===== config.mk =====
export PLATFORM = sky130hd
export DESIGN_NAME = lottery_ticket_scheduler_flat
export DESIGN_NICKNAME = d
export VERILOG_FILES = /design/src/lts_pkg.sv /design/src/lts_if.sv /design/src/lts_rem.sv /design/src/lts_table.sv /design/src/lottery_ticket_scheduler.sv /design/src/flat_wrapper.sv
export SDC_FILE = /design/constraint.sdc
export NUM_CORES = 2
export LEC_CHECK = 0
export BUFFER_PORTS_ARGS = -buffer_cell sky130_fd_sc_hd__buf_2
export CAP_MARGIN = 20
export CORE_ASPECT_RATIO = 1.75
export CORE_MARGIN = 2
export CORE_UTILIZATION = 40
export DETAILED_ROUTE_END_ITERATION = 7
export PLACE_DENSITY = 0.6
export SETUP_SLACK_MARGIN = 0.2
export SYNTH_ARGS = -nofsm -noshare
export SYNTH_HDL_FRONTEND = slang
export SYNTH_HIERARCHICAL = 1
export SYNTH_SLANG_ARGS = --single-unit

===== constraint.sdc =====
create_clock -name clk -period 9.25 [get_ports clk]
set_input_delay 0.4625 -clock clk [delete_from_list [all_inputs] [get_ports clk]]
set_output_delay 0.4625 -clock clk [all_outputs]
set_load 0.1 [all_outputs]

===== src/lts_pkg.sv =====
// ----------------------------------------------------------------------------
// Lottery ticket scheduler package
// Shared constants, event codes and the table write-enable group.
// ----------------------------------------------------------------------------
package lts_pkg;

	localparam int MAX_PROCESSES_DEF = 16;
	localparam int TICKET_BITS_DEF   = 16;
	localparam int WORK_BITS_DEF     = 16;

	localparam int ID_BITS    = 16;
	localparam int IN_BITS    = 16;
	localparam int RAND_BITS  = 32;
	localparam int CFG_BITS   = 8;
	localparam int EV_BITS    = 3;
	localparam int OUT_T_BITS = 20;
	localparam int OUT_W_BITS = 16;
	localparam int CNT_OUT_BITS = 5;

	localparam logic FUNC_ADD  = 1'b0;
	localparam logic FUNC_DRAW = 1'b1;

	localparam logic [EV_BITS-1:0] EV_RAN       = 3'd0;
	localparam logic [EV_BITS-1:0] EV_REMOVED   = 3'd1;
	localparam logic [EV_BITS-1:0] EV_REISSUED  = 3'd2;
	localparam logic [EV_BITS-1:0] EV_REDIST    = 3'd3;
	localparam logic [EV_BITS-1:0] EV_NO_DRAW   = 3'd4;
	localparam logic [EV_BITS-1:0] EV_ADDED     = 3'd5;
	localparam logic [EV_BITS-1:0] EV_REJECTED  = 3'd6;

	localparam logic [CFG_BITS-1:0] WORK_PER_WIN_RST = 8'd1;
	localparam logic [ID_BITS-1:0]  NEXT_ID_RST      = 16'd1;

	typedef struct packed {
		logic tix;
		logic init;
		logic work;
		logic id;
	} lts_wr_mask_t;

endpackage


===== src/lts_if.sv =====
// ----------------------------------------------------------------------------
// Lottery ticket scheduler channels
// Request, result and configuration channels with valid/ready handshake.
// ----------------------------------------------------------------------------
interface lts_in_if;
	logic        valid;
	logic        ready;
	logic        func;
	logic [15:0] new_tickets;
	logic [15:0] new_work;
	logic [31:0] random_value;

	modport source (output valid, func, new_tickets, new_work, random_value, input ready);
	modport sink   (input valid, func, new_tickets, new_work, random_value, output ready);
endinterface

interface lts_out_if;
	logic        valid;
	logic        ready;
	logic [2:0]  event_res;
	logic [15:0] winner_id;
	logic [19:0] drawn_ticket;
	logic [15:0] work_left;
	logic [19:0] tickets_left;
	logic [4:0]  process_count;
	logic [19:0] total_tickets;

	modport source (output valid, event_res, winner_id, drawn_ticket, work_left,
		tickets_left, process_count, total_tickets, input ready);
	modport sink   (input valid, event_res, winner_id, drawn_ticket, work_left,
		tickets_left, process_count, total_tickets, output ready);
endinterface

interface lts_cfg_if;
	logic       valid;
	logic       ready;
	logic [7:0] work_per_win;

	modport source (output valid, work_per_win, input ready);
	modport sink   (input valid, work_per_win, output ready);
endinterface


===== src/lts_rem.sv =====
// ----------------------------------------------------------------------------
// Lottery ticket scheduler remainder unit
// Restoring remainder, one dividend bit per cycle.
// ----------------------------------------------------------------------------
module lts_rem import lts_pkg::*; #(
	parameter int TOT_BITS = 21
) (
	input  logic                 clk,
	input  logic                 arst_n,
	input  logic                 start,
	input  logic [RAND_BITS-1:0] dividend,
	input  logic [TOT_BITS-1:0]  divisor,
	output logic                 done,
	output logic [TOT_BITS-1:0]  rem
);
	localparam int STEP_BITS = $clog2(RAND_BITS);

	logic                 busy_q;
	logic                 done_q;
	logic [STEP_BITS-1:0] step_q;
	logic [TOT_BITS-1:0]  rem_q;
	logic [RAND_BITS-1:0] dvd_q;
	logic [TOT_BITS-1:0]  dvs_q;
	logic [TOT_BITS:0]    trial;

	assign trial = {rem_q, dvd_q[RAND_BITS-1]};
	assign done  = done_q;
	assign rem   = rem_q;

	always_ff @(posedge clk or negedge arst_n) begin
		if (!arst_n) begin
			busy_q <= 1'b0;
			done_q <= 1'b0;
			step_q <= '0;
		end else begin
			done_q <= 1'b0;
			if (start) begin
				busy_q <= 1'b1;
				step_q <= STEP_BITS'(RAND_BITS - 1);
			end else if (busy_q) begin
				step_q <= step_q - 1'b1;
				if (step_q == '0) begin
					busy_q <= 1'b0;
					done_q <= 1'b1;
				end
			end
		end
	end

	always_ff @(posedge clk) begin
		if (start) begin
			rem_q <= '0;
			dvd_q <= dividend;
			dvs_q <= divisor;
		end else if (busy_q) begin
			dvd_q <= {dvd_q[RAND_BITS-2:0], 1'b0};
			if (trial >= {1'b0, dvs_q})
				rem_q <= TOT_BITS'(trial - {1'b0, dvs_q});
			else
				rem_q <= trial[TOT_BITS-1:0];
		end
	end
endmodule


===== src/lts_table.sv =====
// ----------------------------------------------------------------------------
// Lottery ticket scheduler process table
// Entry storage with one read index and one masked write index.
// ----------------------------------------------------------------------------
module lts_table import lts_pkg::*; #(
	parameter int MAX_PROCESSES = MAX_PROCESSES_DEF,
	parameter int TICKET_BITS   = TICKET_BITS_DEF,
	parameter int WORK_BITS     = WORK_BITS_DEF,
	parameter int TOT_BITS      = 21,
	parameter int IDX_BITS      = 4
) (
	input  logic                   clk,
	input  logic [IDX_BITS-1:0]    rd_idx,
	output logic [TOT_BITS-1:0]    rd_tix,
	output logic [TICKET_BITS-1:0] rd_init,
	output logic [WORK_BITS-1:0]   rd_work,
	output logic [ID_BITS-1:0]     rd_id,
	input  lts_wr_mask_t           wr_mask,
	input  logic [IDX_BITS-1:0]    wr_idx,
	input  logic [TOT_BITS-1:0]    wr_tix,
	input  logic [TICKET_BITS-1:0] wr_init,
	input  logic [WORK_BITS-1:0]   wr_work,
	input  logic [ID_BITS-1:0]     wr_id
);
	logic [TOT_BITS-1:0]    tix_q  [MAX_PROCESSES];
	logic [TICKET_BITS-1:0] init_q [MAX_PROCESSES];
	logic [WORK_BITS-1:0]   work_q [MAX_PROCESSES];
	logic [ID_BITS-1:0]     id_q   [MAX_PROCESSES];

	assign rd_tix  = tix_q[rd_idx];
	assign rd_init = init_q[rd_idx];
	assign rd_work = work_q[rd_idx];
	assign rd_id   = id_q[rd_idx];

	always_ff @(posedge clk) begin
		if (wr_mask.tix)
			tix_q[wr_idx] <= wr_tix;
		if (wr_mask.init)
			init_q[wr_idx] <= wr_init;
		if (wr_mask.work)
			work_q[wr_idx] <= wr_work;
		if (wr_mask.id)
			id_q[wr_idx] <= wr_id;
	end
endmodule


===== src/lottery_ticket_scheduler.sv =====
// ----------------------------------------------------------------------------
// Lottery ticket scheduler
// Process table with add and lottery draw commands under a small sequencer.
// ----------------------------------------------------------------------------
// Usage:
//   req carries one command per transfer: func 0 adds a process, func 1 runs
//   one draw. rsp returns exactly one result per command. cfg writes
//   work_per_win and is always ready; the user must write it only while
//   the block is idle, which the block itself does not enforce.
//   An add, a rejected add or a draw that finds nothing to draw goes straight
//   to the finish state, which loads the result and returns to idle. A draw
//   runs the remainder unit and walks the table one entry per cycle to find
//   the winner. A winner out of tickets or work causes a walk that reissues
//   tickets or closes the gap after a removal, after a search for the lowest
//   other entry if work alone ran out; one read port sets the walk length.
//   req.ready is high only while the sequencer is idle; a finished result
//   sits in the output register, so a new command is taken while rsp stalls,
//   and the sequencer waits at the end of that command until rsp frees.
//   Reset empties the table, sets the next id to 1 and work_per_win to 1.
// ----------------------------------------------------------------------------
module lottery_ticket_scheduler import lts_pkg::*; #(
	parameter int MAX_PROCESSES = MAX_PROCESSES_DEF,
	parameter int TICKET_BITS   = TICKET_BITS_DEF,
	parameter int WORK_BITS     = WORK_BITS_DEF
) (
	input  logic      clk,
	input  logic      arst_n,
	lts_in_if.sink    req,
	lts_out_if.source rsp,
	lts_cfg_if.sink   cfg
);
	localparam int IDX_BITS = $clog2(MAX_PROCESSES);
	localparam int CNT_BITS = $clog2(MAX_PROCESSES + 1);
	localparam int TOT_BITS = TICKET_BITS + CNT_BITS;
	localparam int WCMP_BITS = (WORK_BITS > CFG_BITS) ? WORK_BITS : CFG_BITS;

	localparam logic [3:0] ST_IDLE    = 4'd0;
	localparam logic [3:0] ST_DIV     = 4'd1;
	localparam logic [3:0] ST_WALK    = 4'd2;
	localparam logic [3:0] ST_UPD     = 4'd3;
	localparam logic [3:0] ST_REISSUE = 4'd4;
	localparam logic [3:0] ST_MIN     = 4'd5;
	localparam logic [3:0] ST_MINW    = 4'd6;
	localparam logic [3:0] ST_SHIFT   = 4'd7;
	localparam logic [3:0] ST_FIN     = 4'd8;

	logic [3:0]             state_q;
	logic [CNT_BITS-1:0]    count_q;
	logic [TOT_BITS-1:0]    total_q;
	logic [ID_BITS-1:0]     next_id_q;
	logic [CFG_BITS-1:0]    wpw_q;
	logic [CNT_BITS-1:0]    idx_q;
	logic [TOT_BITS-1:0]    acc_q;
	logic [TOT_BITS-1:0]    drawn_q;
	logic [IDX_BITS-1:0]    win_q;
	logic [WORK_BITS-1:0]   win_work_q;
	logic [TOT_BITS-1:0]    win_tix_q;
	logic [WORK_BITS-1:0]   wl_q;
	logic [TOT_BITS-1:0]    tl_q;
	logic [EV_BITS-1:0]     ev_q;
	logic [ID_BITS-1:0]     wid_q;
	logic                   found_q;
	logic [IDX_BITS-1:0]    low_q;
	logic [TOT_BITS-1:0]    low_tix_q;
	logic                   out_valid_q;

	logic                   in_acc;
	logic                   full;
	logic                   can_draw;
	logic                   rem_start;
	logic                   rem_done;
	logic [TOT_BITS-1:0]    rem_val;
	logic [TICKET_BITS-1:0] add_t;
	logic [WORK_BITS-1:0]   add_w;
	logic [CNT_BITS-1:0]    idx_nxt;
	logic                   last;
	logic [TOT_BITS-1:0]    acc_walk;
	logic [TOT_BITS-1:0]    acc_init;
	logic [WCMP_BITS-1:0]   w_ext;
	logic [WCMP_BITS-1:0]   p_ext;
	logic [WORK_BITS-1:0]   new_w;
	logic [TOT_BITS-1:0]    new_t;
	logic                   out_load;

	logic [IDX_BITS-1:0]    rd_idx;
	logic [TOT_BITS-1:0]    rd_tix;
	logic [TICKET_BITS-1:0] rd_init;
	logic [WORK_BITS-1:0]   rd_work;
	logic [ID_BITS-1:0]     rd_id;
	lts_wr_mask_t           wr_mask;
	logic [IDX_BITS-1:0]    wr_idx;
	logic [TOT_BITS-1:0]    wr_tix;
	logic [TICKET_BITS-1:0] wr_init;
	logic [WORK_BITS-1:0]   wr_work;
	logic [ID_BITS-1:0]     wr_id;

	assign req.ready = (state_q == ST_IDLE);
	assign cfg.ready = 1'b1;
	assign in_acc    = req.valid && req.ready;
	assign full      = (count_q >= CNT_BITS'(MAX_PROCESSES));
	assign can_draw  = (count_q != '0) && (total_q != '0);
	assign rem_start = in_acc && (req.func == FUNC_DRAW) && can_draw;

	// Zero on add is raised to one
	always_comb begin
		add_t = TICKET_BITS'(req.new_tickets);
		add_w = WORK_BITS'(req.new_work);
		if (add_t == '0)
			add_t = TICKET_BITS'(1);
		if (add_w == '0)
			add_w = WORK_BITS'(1);
	end

	assign idx_nxt  = CNT_BITS'(idx_q + 1'b1);
	assign last     = (idx_nxt >= count_q);
	assign acc_walk = TOT_BITS'(acc_q + rd_tix);
	assign acc_init = TOT_BITS'(acc_q + TOT_BITS'(rd_init));
	assign rd_idx   = (state_q == ST_SHIFT) ? idx_nxt[IDX_BITS-1:0] : idx_q[IDX_BITS-1:0];

	// Winner decay; a zero work_per_win leaves work untouched
	always_comb begin
		w_ext = WCMP_BITS'(win_work_q);
		p_ext = WCMP_BITS'(wpw_q);
		if (w_ext > p_ext)
			new_w = WORK_BITS'(w_ext - p_ext);
		else if (wpw_q != '0)
			new_w = '0;
		else
			new_w = win_work_q;
		new_t = (win_tix_q != '0) ? TOT_BITS'(win_tix_q - 1'b1) : win_tix_q;
	end

	always_comb begin
		wr_mask = '0;
		wr_idx  = idx_q[IDX_BITS-1:0];
		wr_tix  = rd_tix;
		wr_init = rd_init;
		wr_work = rd_work;
		wr_id   = rd_id;
		unique case (state_q)
			ST_IDLE: begin
				if (in_acc && (req.func == FUNC_ADD) && !full) begin
					wr_mask = '{tix: 1'b1, init: 1'b1, work: 1'b1, id: 1'b1};
					wr_idx  = count_q[IDX_BITS-1:0];
					wr_tix  = TOT_BITS'(add_t);
					wr_init = add_t;
					wr_work = add_w;
					wr_id   = next_id_q;
				end
			end
			ST_UPD: begin
				wr_mask.tix  = 1'b1;
				wr_mask.work = 1'b1;
				wr_idx       = win_q;
				wr_tix       = new_t;
				wr_work      = new_w;
			end
			ST_REISSUE: begin
				wr_mask.tix = 1'b1;
				wr_tix      = TOT_BITS'(rd_init);
			end
			ST_MINW: begin
				wr_mask.tix = found_q;
				wr_idx      = low_q;
				wr_tix      = TOT_BITS'(low_tix_q + tl_q);
			end
			ST_SHIFT: begin
				// Pull the next entry down over this one
				if (!last)
					wr_mask = '{tix: 1'b1, init: 1'b1, work: 1'b1, id: 1'b1};
			end
			default: begin
			end
		endcase
	end

	always_ff @(posedge clk or negedge arst_n) begin
		if (!arst_n) begin
			wpw_q <= WORK_PER_WIN_RST;
		end else if (cfg.valid && cfg.ready) begin
			wpw_q <= cfg.work_per_win;
		end
	end

	always_ff @(posedge clk or negedge arst_n) begin
		if (!arst_n) begin
			state_q   <= ST_IDLE;
			count_q   <= '0;
			total_q   <= '0;
			next_id_q <= NEXT_ID_RST;
		end else begin
			unique case (state_q)
				ST_IDLE: begin
					if (in_acc) begin
						if (req.func == FUNC_ADD) begin
							if (!full) begin
								count_q   <= CNT_BITS'(count_q + 1'b1);
								total_q   <= TOT_BITS'(total_q + TOT_BITS'(add_t));
								next_id_q <= ID_BITS'(next_id_q + 1'b1);
							end
							state_q <= ST_FIN;
						end else if (can_draw) begin
							state_q <= ST_DIV;
						end else begin
							state_q <= ST_FIN;
						end
					end
				end
				ST_DIV: begin
					if (rem_done)
						state_q <= ST_WALK;
				end
				ST_WALK: begin
					if ((acc_walk >= drawn_q) || last)
						state_q <= ST_UPD;
				end
				ST_UPD: begin
					if (win_tix_q != '0)
						total_q <= TOT_BITS'(total_q - 1'b1);
					if (new_w == '0 && new_t == '0)
						state_q <= ST_SHIFT;
					else if (new_t == '0)
						state_q <= ST_REISSUE;
					else if (new_w == '0)
						state_q <= ST_MIN;
					else
						state_q <= ST_FIN;
				end
				ST_REISSUE: begin
					if (last) begin
						total_q <= acc_init;
						state_q <= ST_FIN;
					end
				end
				ST_MIN: begin
					if (last)
						state_q <= ST_MINW;
				end
				ST_MINW: begin
					// Drop the leftover when no other entry can take it
					if (!found_q)
						total_q <= TOT_BITS'(total_q - tl_q);
					state_q <= ST_SHIFT;
				end
				ST_SHIFT: begin
					if (last) begin
						count_q <= CNT_BITS'(count_q - 1'b1);
						state_q <= ST_FIN;
					end
				end
				ST_FIN: begin
					if (out_load)
						state_q <= ST_IDLE;
				end
				default: begin
					state_q <= ST_IDLE;
				end
			endcase
		end
	end

	// Working registers of the sequencer
	always_ff @(posedge clk) begin
		case (state_q)
			ST_IDLE: begin
				drawn_q <= '0;
				wid_q   <= '0;
				wl_q    <= '0;
				tl_q    <= '0;
				if (req.func == FUNC_ADD) begin
					ev_q <= full ? EV_REJECTED : EV_ADDED;
					if (!full) begin
						wid_q <= next_id_q;
						wl_q  <= add_w;
						tl_q  <= TOT_BITS'(add_t);
					end
				end else begin
					ev_q <= EV_NO_DRAW;
				end
			end
			ST_DIV: begin
				drawn_q <= TOT_BITS'(rem_val + 1'b1);
				idx_q   <= '0;
				acc_q   <= '0;
			end
			ST_WALK: begin
				acc_q      <= acc_walk;
				idx_q      <= idx_nxt;
				win_q      <= idx_q[IDX_BITS-1:0];
				win_work_q <= rd_work;
				win_tix_q  <= rd_tix;
				wid_q      <= rd_id;
			end
			ST_UPD: begin
				wl_q    <= new_w;
				tl_q    <= new_t;
				idx_q   <= '0;
				acc_q   <= '0;
				found_q <= 1'b0;
				if (new_w == '0 && new_t == '0) begin
					ev_q  <= EV_REMOVED;
					idx_q <= CNT_BITS'(win_q);
				end else if (new_t == '0) begin
					ev_q <= EV_REISSUED;
				end else if (new_w == '0) begin
					ev_q <= EV_REDIST;
				end else begin
					ev_q <= EV_RAN;
				end
			end
			ST_REISSUE: begin
				acc_q <= acc_init;
				idx_q <= idx_nxt;
			end
			ST_MIN: begin
				if ((idx_q[IDX_BITS-1:0] != win_q) && (!found_q || rd_tix < low_tix_q)) begin
					found_q   <= 1'b1;
					low_q     <= idx_q[IDX_BITS-1:0];
					low_tix_q <= rd_tix;
				end
				idx_q <= idx_nxt;
			end
			ST_MINW: begin
				idx_q <= CNT_BITS'(win_q);
			end
			ST_SHIFT: begin
				idx_q <= idx_nxt;
			end
			default: begin
			end
		endcase
	end

	// Output register: hold until the transfer completes
	assign out_load = (state_q == ST_FIN) && (!out_valid_q || rsp.ready);

	always_ff @(posedge clk or negedge arst_n) begin
		if (!arst_n)
			out_valid_q <= 1'b0;
		else if (out_load)
			out_valid_q <= 1'b1;
		else if (rsp.ready)
			out_valid_q <= 1'b0;
	end

	always_ff @(posedge clk) begin
		if (out_load) begin
			rsp.event_res     <= ev_q;
			rsp.winner_id     <= wid_q;
			rsp.drawn_ticket  <= OUT_T_BITS'(drawn_q);
			rsp.work_left     <= OUT_W_BITS'(wl_q);
			rsp.tickets_left  <= OUT_T_BITS'(tl_q);
			rsp.process_count <= CNT_OUT_BITS'(count_q);
			rsp.total_tickets <= OUT_T_BITS'(total_q);
		end
	end

	assign rsp.valid = out_valid_q;

	lts_rem #(
		.TOT_BITS(TOT_BITS)
	) u_rem (
		.clk      (clk),
		.arst_n   (arst_n),
		.start    (rem_start),
		.dividend (req.random_value),
		.divisor  (total_q),
		.done     (rem_done),
		.rem      (rem_val)
	);

	lts_table #(
		.MAX_PROCESSES (MAX_PROCESSES),
		.TICKET_BITS   (TICKET_BITS),
		.WORK_BITS     (WORK_BITS),
		.TOT_BITS      (TOT_BITS),
		.IDX_BITS      (IDX_BITS)
	) u_table (
		.clk     (clk),
		.rd_idx  (rd_idx),
		.rd_tix  (rd_tix),
		.rd_init (rd_init),
		.rd_work (rd_work),
		.rd_id   (rd_id),
		.wr_mask (wr_mask),
		.wr_idx  (wr_idx),
		.wr_tix  (wr_tix),
		.wr_init (wr_init),
		.wr_work (wr_work),
		.wr_id   (wr_id)
	);
endmodule


===== src/flat_wrapper.sv =====
// flat-port wrapper written by rule: the top's interface ports become plain ports
module lottery_ticket_scheduler_flat import lts_pkg::*;
#(
	parameter int MAX_PROCESSES = MAX_PROCESSES_DEF,
	parameter int TICKET_BITS   = TICKET_BITS_DEF,
	parameter int WORK_BITS     = WORK_BITS_DEF
)
  (clk, arst_n, req_valid, req_func, req_new_tickets, req_new_work, req_random_value, req_ready, rsp_valid, rsp_event_res, rsp_winner_id, rsp_drawn_ticket, rsp_work_left, rsp_tickets_left, rsp_process_count, rsp_total_tickets, rsp_ready, cfg_valid, cfg_work_per_win, cfg_ready);
  lts_in_if req_i ();
  lts_out_if rsp_i ();
  lts_cfg_if cfg_i ();
  input  logic clk;
  input  logic arst_n;
  input wire logic [$bits(req_i.valid)-1:0] req_valid;
  input wire logic [$bits(req_i.func)-1:0] req_func;
  input wire logic [$bits(req_i.new_tickets)-1:0] req_new_tickets;
  input wire logic [$bits(req_i.new_work)-1:0] req_new_work;
  input wire logic [$bits(req_i.random_value)-1:0] req_random_value;
  output wire logic [$bits(req_i.ready)-1:0] req_ready;
  output wire logic [$bits(rsp_i.valid)-1:0] rsp_valid;
  output wire logic [$bits(rsp_i.event_res)-1:0] rsp_event_res;
  output wire logic [$bits(rsp_i.winner_id)-1:0] rsp_winner_id;
  output wire logic [$bits(rsp_i.drawn_ticket)-1:0] rsp_drawn_ticket;
  output wire logic [$bits(rsp_i.work_left)-1:0] rsp_work_left;
  output wire logic [$bits(rsp_i.tickets_left)-1:0] rsp_tickets_left;
  output wire logic [$bits(rsp_i.process_count)-1:0] rsp_process_count;
  output wire logic [$bits(rsp_i.total_tickets)-1:0] rsp_total_tickets;
  input wire logic [$bits(rsp_i.ready)-1:0] rsp_ready;
  input wire logic [$bits(cfg_i.valid)-1:0] cfg_valid;
  input wire logic [$bits(cfg_i.work_per_win)-1:0] cfg_work_per_win;
  output wire logic [$bits(cfg_i.ready)-1:0] cfg_ready;
  assign req_i.valid = req_valid;
  assign req_i.func = req_func;
  assign req_i.new_tickets = req_new_tickets;
  assign req_i.new_work = req_new_work;
  assign req_i.random_value = req_random_value;
  assign req_ready = req_i.ready;
  assign rsp_valid = rsp_i.valid;
  assign rsp_event_res = rsp_i.event_res;
  assign rsp_winner_id = rsp_i.winner_id;
  assign rsp_drawn_ticket = rsp_i.drawn_ticket;
  assign rsp_work_left = rsp_i.work_left;
  assign rsp_tickets_left = rsp_i.tickets_left;
  assign rsp_process_count = rsp_i.process_count;
  assign rsp_total_tickets = rsp_i.total_tickets;
  assign rsp_i.ready = rsp_ready;
  assign cfg_i.valid = cfg_valid;
  assign cfg_i.work_per_win = cfg_work_per_win;
  assign cfg_ready = cfg_i.ready;
  lottery_ticket_scheduler #(.MAX_PROCESSES(MAX_PROCESSES), .TICKET_BITS(TICKET_BITS), .WORK_BITS(WORK_BITS)) u_core (.clk(clk), .arst_n(arst_n), .req(req_i), .rsp(rsp_i), .cfg(cfg_i));
endmodule

After elaboration in Yosys (flattened, before gate mapping) --
Memories as Yosys holds them, arrays and structs flattened. Cells that the tools add are included.
Word-level totals: register bits 406, RAM bits 1104, input port bits 78, word-level logic and storage cells 214, memories kept 4
Memories:
- u_core.u_table.tix_q | depth 16, bits a word 21, read ports 1, clocked after Yosys merged registers in 0, write ports 1, line lts_table.sv:25 | logic [TOT_BITS-1:0] tix_q [MAX_PROCESSES];
- u_core.u_table.id_q | depth 16, bits a word 16, read ports 1, clocked after Yosys merged registers in 0, write ports 1, line lts_table.sv:28 | logic [ID_BITS-1:0] id_q [MAX_PROCESSES];
- u_core.u_table.init_q | depth 16, bits a word 16, read ports 1, clocked after Yosys merged registers in 0, write ports 1, line lts_table.sv:26 | logic [TICKET_BITS-1:0] init_q [MAX_PROCESSES];
- u_core.u_table.work_q | depth 16, bits a word 16, read ports 1, clocked after Yosys merged registers in 0, write ports 1, line lts_table.sv:27 | logic [WORK_BITS-1:0] work_q [MAX_PROCESSES];
Cells by class: add/sub/neg operators 15, magnitude comparators 6, eq/ne operators 22, muxes and demuxes 88, bitwise logic cells 2, reduce and logical (&&, ||, !) cells 45
Operators by type and width (count):
- $mux W16 | 14
- $mux W21 | 10
- $pmux W21 S4 | 2
- $pmux W16 S2 | 3
- $pmux W21 S2 | 2
- $mux W32 | 2
- $mux W4 | 16
- $pmux W21 S3 | 1
- $logic_not A16 Y1 | 3
- $add A21 B16 Y21 | 2
- $add A21 B21 Y21 | 2
- $reduce_bool A21 Y1 | 2
- $sub A21 B1 Y21 const B | 2
- $sub A21 B21 Y21 | 2
- $pmux W4 S8 | 1
- $mux W5 | 6
- $ge A22 B21 Y1 | 1
- $add A21 B1 Y21 const B | 1
- $ge A21 B21 Y1 | 1
- $logic_not A21 Y1 | 1
- $lt A21 B21 Y1 | 1
- $pmux W5 S4 | 1
- $mux W1 | 17
- $add A16 B1 Y16 const B | 1
- other kinds (39) | 84

Longest topological paths before layout --
word-level depth 8, mapped depth 32, gate-level depth less buffers 28

By module --
Netlist, hierarchy kept.
Modules (own cells, without submodules):
- lts_table | times used 1, cells an instance 1774, area an instance 41721.3 um2, sequential area each 33151.8 um2
- lottery_ticket_scheduler | times used 1, cells an instance 1955, area an instance 19718.9 um2, sequential area each 9486.6 um2
- lts_rem | times used 1, cells an instance 404, area an instance 4490.6 um2, sequential area each 2187.1 um2

Worst setup path before layout --
No wires, ideal clock.
path type flip-flop to flip-flop, start point register u_core.state_q[2], end point register u_core.state_q[0], setup time 120 ps, data arrival time 5889 ps, path slack 3242 ps, cell stages (with the launch flop) 30, path buffers 4, cells stage by stage dfrtp_1 -> clkbuf_1 -> inv_1 -> nor2_1 -> nand3_1 -> clkinv_1 -> xor2_1 -> buf_2 -> buf_4 -> buf_4 -> mux4_2 -> a22oi_1 -> nand2_1 -> ha_1 -> inv_1 -> fa_1 -> nor2b_1 -> o31a_1 -> o21ai_0 -> a21oi_1 -> a21bo_2 -> a21o_1 -> a21oi_1 -> xnor2_1 -> ha_1 -> o2111ai_1 -> or4_1 -> o21ai_0 -> mux2i_1 -> nand2_1
Between the ends: word-level cells in the longest chain between the ends 8, elaborated cells between the ends (all ways) 25
Ends and longest elaborated chain:
- start, declared | line lottery_ticket_scheduler.sv:47 | logic [3:0] state_q;
- start signal, assigned | line lottery_ticket_scheduler.sv:187 | state_q <= ST_IDLE;
- start signal, assigned | line lottery_ticket_scheduler.sv:201 | state_q <= ST_FIN;
- start signal, assigned | line lottery_ticket_scheduler.sv:203 | state_q <= ST_DIV;
- $eq A4 B3 Y1 | line lottery_ticket_scheduler.sv:118 | assign rd_idx = (state_q == ST_SHIFT) ? idx_nxt[IDX_BITS-1:0] : idx_q[IDX_BITS-1:0];
- $mux W4 | line lottery_ticket_scheduler.sv:118
- net u_core.rd_idx[0] | line lottery_ticket_scheduler.sv:85 | logic [IDX_BITS-1:0] rd_idx;
- $mem_v2 Z16 W21
- net u_core.rd_tix[0] | line lottery_ticket_scheduler.sv:86 | logic [TOT_BITS-1:0] rd_tix;
- $add A21 B21 Y21 | line lottery_ticket_scheduler.sv:116 | assign acc_walk = TOT_BITS'(acc_q + rd_tix);
- $ge A21 B21 Y1 | line lottery_ticket_scheduler.sv:214 | if ((acc_walk >= drawn_q) || last)
- $logic_or A1 B1 Y1 | line lottery_ticket_scheduler.sv:214
- $ne A2 B1 Y1 (no source line)
- $reduce_and A6 Y1 (no source line)
The timed path passes the listed nets, and every way through them passes these cells. A chain may end at the register's enable or synchronous reset.

Worst setup path after layout --
start point register u_core.state_q[3], end point register u_core.state_q[0]
The elaborated chain is that of the path after synthesis.

==> metrics.md <==
| Metric | Value |
|---|---|
| Status | `complete, no violations` |
| Htree depth | `4` |
| Synth Instances | `4133` |
| Ys async rst share | `4.11%` |
| Worst Path Arrival | `8.18 ns` |
| Mux contribution to synthesized area | `10.3%` |
| Port Buffers | `179` |
| Reg clk slew, reported paths | `0.07 ns` |
| CTS Buffer Depth | `4` |
| Lkg Pwr | `26.4 nW` |
| Syn_nets | `4383` |
| Clk_lat worst skew | `0.83 ns` |
| Unique masters post-synth | `89` |
| Share of cells above drive strength 1 | `19.3%` |
| Hold Vio Cnt, Final | `0` |
| RSZ-0062 raised after global routing | `no` |
| Total Routing Usage GR | `22.7%` |
| Routed wire per std cell | `28.5 um` |
| CTS Buf Count | `152` |
| Largest fanout on the critical path | `70` |
| CTS Sinks | `1510` |
| Synth area leader | `edfxtp_1` |
| DR vias | `38800` |
| Register area share after synthesis | `68.0%` |
| GPL Wtd Cong | `0.974` |
| Number of synthesized flops with an enable pin | `1427` |
| CTS Root Buffer Type | `clkbuf_16` |
| Worst IR Drop VDD | `0.151 mV` |
| Number of max-cap violations | `0` |
| Core Box Area | `164000 um2` |
| Routed WL | `194 mm` |
| Total die area | `168000 um2` |
| Synth Area in XOR/XNOR | `2.36%` |
| CP Capture Type | `register` |
| Worst-case reg-to-reg path depth | `25` |
| Layout fillers | `14400` |
| DP Worst Slack | `1.85 ns` |
| Min Tclk post-route | `7.51 ns` |
| Final worst-path cycle share | `81.2%` |
| Area growth, synth to finish | `14.1%` |
| Tot Pwr | `13.4 mW` |
| Area after DPL | `69800 um2` |
| Vias in the first global route | `39900` |
| Worst Tran Pin Value | `1.17 ns` |
| Worst R2R Start | `u_core/state_q[3]$_DFFE_PN0P_` |
| CP max stage cell | `dfrtp_1` |
| Setup TNS | `0 ns` |
| Final Max Tran Viols | `0` |
| Initial antenna violation count | `4` |
| WS Path Type | `register to register` |
| Fmax | `133 MHz` |
| Syn. warnings | `6` |
| Post-Synth Adder-Cell Area | `3.34%` |
| Max-Slew Margin vs Limit | `21.8%` |
| # resized after CTS | `0` |
| Final HPWL DP | `127 mm` |
| Detail Route Antenna Nets | `0` |
| DRT Pass-1 Iters | `6` |
| Avg Inst Size Synth | `16.0 um2` |
| Flop-to-flop setup slack | `1.74 ns` |
| FF-to-FF End | `u_core/state_q[0]$_DFFE_PN0P_` |
| Worst Hold Slack | `0.0438 ns` |
| Critical Path RT | `9.92 ns` |
| Die height | `541 um` |
| P per Cell Area | `178 nW/um2` |
| Worst Hold Class | `input pin to register` |
| CTS tree | `done` |
| Yosys reg bits | `1510` |
| Global route total overflow | `0` |
| Mapped cell area | `65900 um2` |
| Largest cells by area after synthesis | `edfxtp_1, mux4_2, ha_1, dfrtp_1, nand2_1` |
| Skew final | `0.0848 ns` |
| Die width | `311 um` |
| Simple-gate share of the synthesized area | `6.68%` |
| FP Rows | `197` |
| Initial core utilization | `40.2%` |
| Vias per cell | `5.72` |
| Iter 0 DRT Violations | `3621` |
| Critical Path End | `u_core/state_q[0]$_DFFE_PN0P_` |
| Slowest stage delay, CP | `0.70 ns` |
| I/O pin cnt | `181` |
| Final Cell Area | `75200 um2` |
| Crit-path most repeated cell | `a21oi_1` |
| Final net count | `4734` |
| Largest net degree at the start of global routing | `155` |
| CP Launch Type | `register` |
| Post-route setup slack | `1.74 ns` |
| Endpoints failing setup | `0` |
| Largest family of logic cells by synthesized area | `multiplexers` |
| Compound-cell area share of the yosys netlist | `7.26%` |
| DR DRC count | `0` |
| Wire length of the first global-routing pass | `276 mm` |
| Post-synth top flop | `edfxtp_1` |
| Worst setup path startpoint | `u_core/state_q[3]$_DFFE_PN0P_` |
| Synth top area share | `65.0%` |
==> worst max-delay path, delay by kind of cell, from the launching register on <==
family / cells / cell delay (ns)
buffers and inverters: 2 / 0.78
DFF: 1 / 0.70
xor gates and xnor gates: 2 / 0.45
muxes: 2 / 0.83
AOI/OAI and AO/OA: 10 / 2.43
and+or+nand+nor: 7 / 1.29
adders and majority gates: 2 / 0.68
==> final cells by class <==
type                       count  area, um2  area share [%]
clock buffer                 191       4040            5.38
sequential                  1510      44800            59.6
antenna                        2       5.00         0.00665
inverter                     122        459           0.610
timing repair buffer         381       2720            3.61
clock inverter                74        556           0.738
tap                         2189       2740            3.64
multi-input combinational   2317      19900            26.4
==> flip-flops by register name, indices dropped and copies added (netlist names), 16 cells and up <==
register and flops:
u_core/total_q 21, u_core/rsp.work_left 16, u_core/wid_q 16, u_core/tl_q 21, u_core/next_id_q 16, u_core/u_rem/dvd_q 32
u_core/u_table/init_q 256, u_core/u_rem/dvs_q 21, u_core/u_table/tix_q 336, u_core/u_table/work_q 256, u_core/rsp.tickets_left 20, u_core/win_tix_q 21
u_core/rsp.winner_id 16, u_core/u_rem/rem 21, u_core/rsp.total_tickets 20, u_core/rsp.drawn_ticket 20, u_core/acc_q 21, u_core/w_ext 16
u_core/drawn_q 21, u_core/low_tix_q 21, u_core/wl_q 16, u_core/u_table/id_q 256
==> cell usage in the layout (no fill, tap or decap), drive strengths merged, types with 10 or more instances in the layout <==
| cell | count |
|---|---|
| a211oi | 23 |
| a21o | 67 |
| a21oi | 123 |
| a221o | 14 |
| a222oi | 18 |
| a22o | 11 |
| a22oi | 159 |
| a31oi | 13 |
| and2 | 70 |
| and3 | 25 |
| buf | 312 |
| clkbuf | 192 |
| clkinv | 55 |
| dfrtp | 60 |
| dfxtp | 21 |
| dlygate4sd3 | 68 |
| edfxtp | 1427 |
| ha | 165 |
| inv | 129 |
| mux2 | 35 |
| mux2i | 19 |
| mux4 | 276 |
| nand2 | 383 |
| nand2b | 32 |
| nand3 | 67 |
| nand4 | 30 |
| nor2 | 180 |
| nor2b | 23 |
| nor3 | 43 |
| nor4 | 23 |
| o211ai | 19 |
| o21a | 22 |
| o21ai | 145 |
| o31ai | 12 |
| or2 | 10 |
| or3 | 19 |
| xnor2 | 108 |
| xor2 | 70 |
==> per-stage QoR <==
| step | util [%] | std cells |
|---|---|---|
| after floorplan | - | 4133 |
| after global routing | 45.8 | 6785 |
| after detailed placement | 42.5 | 6437 |
| final | 45.8 | 6786 |
| after CTS | 45.7 | 6770 |
| after global placement | 42.5 | 6433 |
==> timing repair <==
action                                  CTS  global route
setup buffers                             0             0
hold buffers                             68             0
endpoints found under the hold margin    81             0
endpoints found under the setup margin    0             0
==> synthesized netlist by cell type (8+ instances only) <==
library cell and n:
o21ai_1 9, dfxtp_1 21, a22o_1 11, mux4_2 276
buf_1 30, a222oi_1 18, o21a_1 22, o211ai_1 18
and3_1 25, dfrtp_1 60, inv_1 121, mux2_2 35
o21ai_0 135, xnor2_1 108, buf_6 14, ha_1 165
and2_1 70, buf_2 27, clkbuf_1 97, nand3_1 67
nor3_1 43, nand2b_1 32, nand2_1 383, mux2i_1 19
nor2_1 178, xor2_1 70, a22oi_1 159, a21o_1 67
a211oi_1 22, a21oi_1 121, or3_1 19, a221o_1 14
or4_1 8, or2_2 10, buf_4 16, nor4_1 22
edfxtp_1 1427, nor2b_1 23, a31oi_1 13, o31ai_1 12
nand4_1 30
==> power breakdown <==
group | internal, mW | switching, mW | leakage (nW)
clock | 3.25 | 2.60 | 2.25
sequential | 7.37 | 0.00153 | 14.7
combinational | 0.0615 | 0.0868 | 9.47
total | 10.7 | 2.69 | 26.4
==> cell families after synthesis <==
group,count (synthesis)
AO/OA/AOI/OAI,699
XOR/XNOR,178
adder cells (fa/ha/maj),172
buffers and inverters,306
flip-flops,1510
multiplexers,330
other,1
AND/OR/NAND/NOR,937
==> how the worst min path moves through the flow <==
| stage | startpoint | endpoint | slack (ns) | cells after the start |
|---|---|---|---|---|
| global route | req_new_work[11] | u_core/wl_q[11]$_DFFE_PN_ | 0.07 | 2 |
| finish | cfg_valid | u_core/wpw_q[4]$_DFFE_PN0P_ | 0.04 | 2 |
| global placement | u_core/ev_q[2]$_DFFE_PN_ | u_core/rsp.event_res[2]$_DFFE_PP_ | 0.41 | 0 |
| floorplan | arst_n | u_core/count_q[0]$_DFFE_PN0P_ | 0.17 | 0 |
| CTS | cfg_valid | u_core/wpw_q[4]$_DFFE_PN0P_ | 0.005 | 2 |
| detailed placement | u_core/ev_q[2]$_DFFE_PN_ | u_core/rsp.event_res[2]$_DFFE_PP_ | 0.40 | 0 |
==> routing by layer <==
layer / vias to the layer above / wire [um] / global-route usage [%]
met5: - / 27 / 0
met2: 1444 / 101000 / 41.2
met4: 4 / 12000 / 12.9
met1: 20000 / 70000 / 25.7
li1: 16900 / - / -
met3: 451 / 10200 / 3.00
Power figures use the tool's default switching activity.
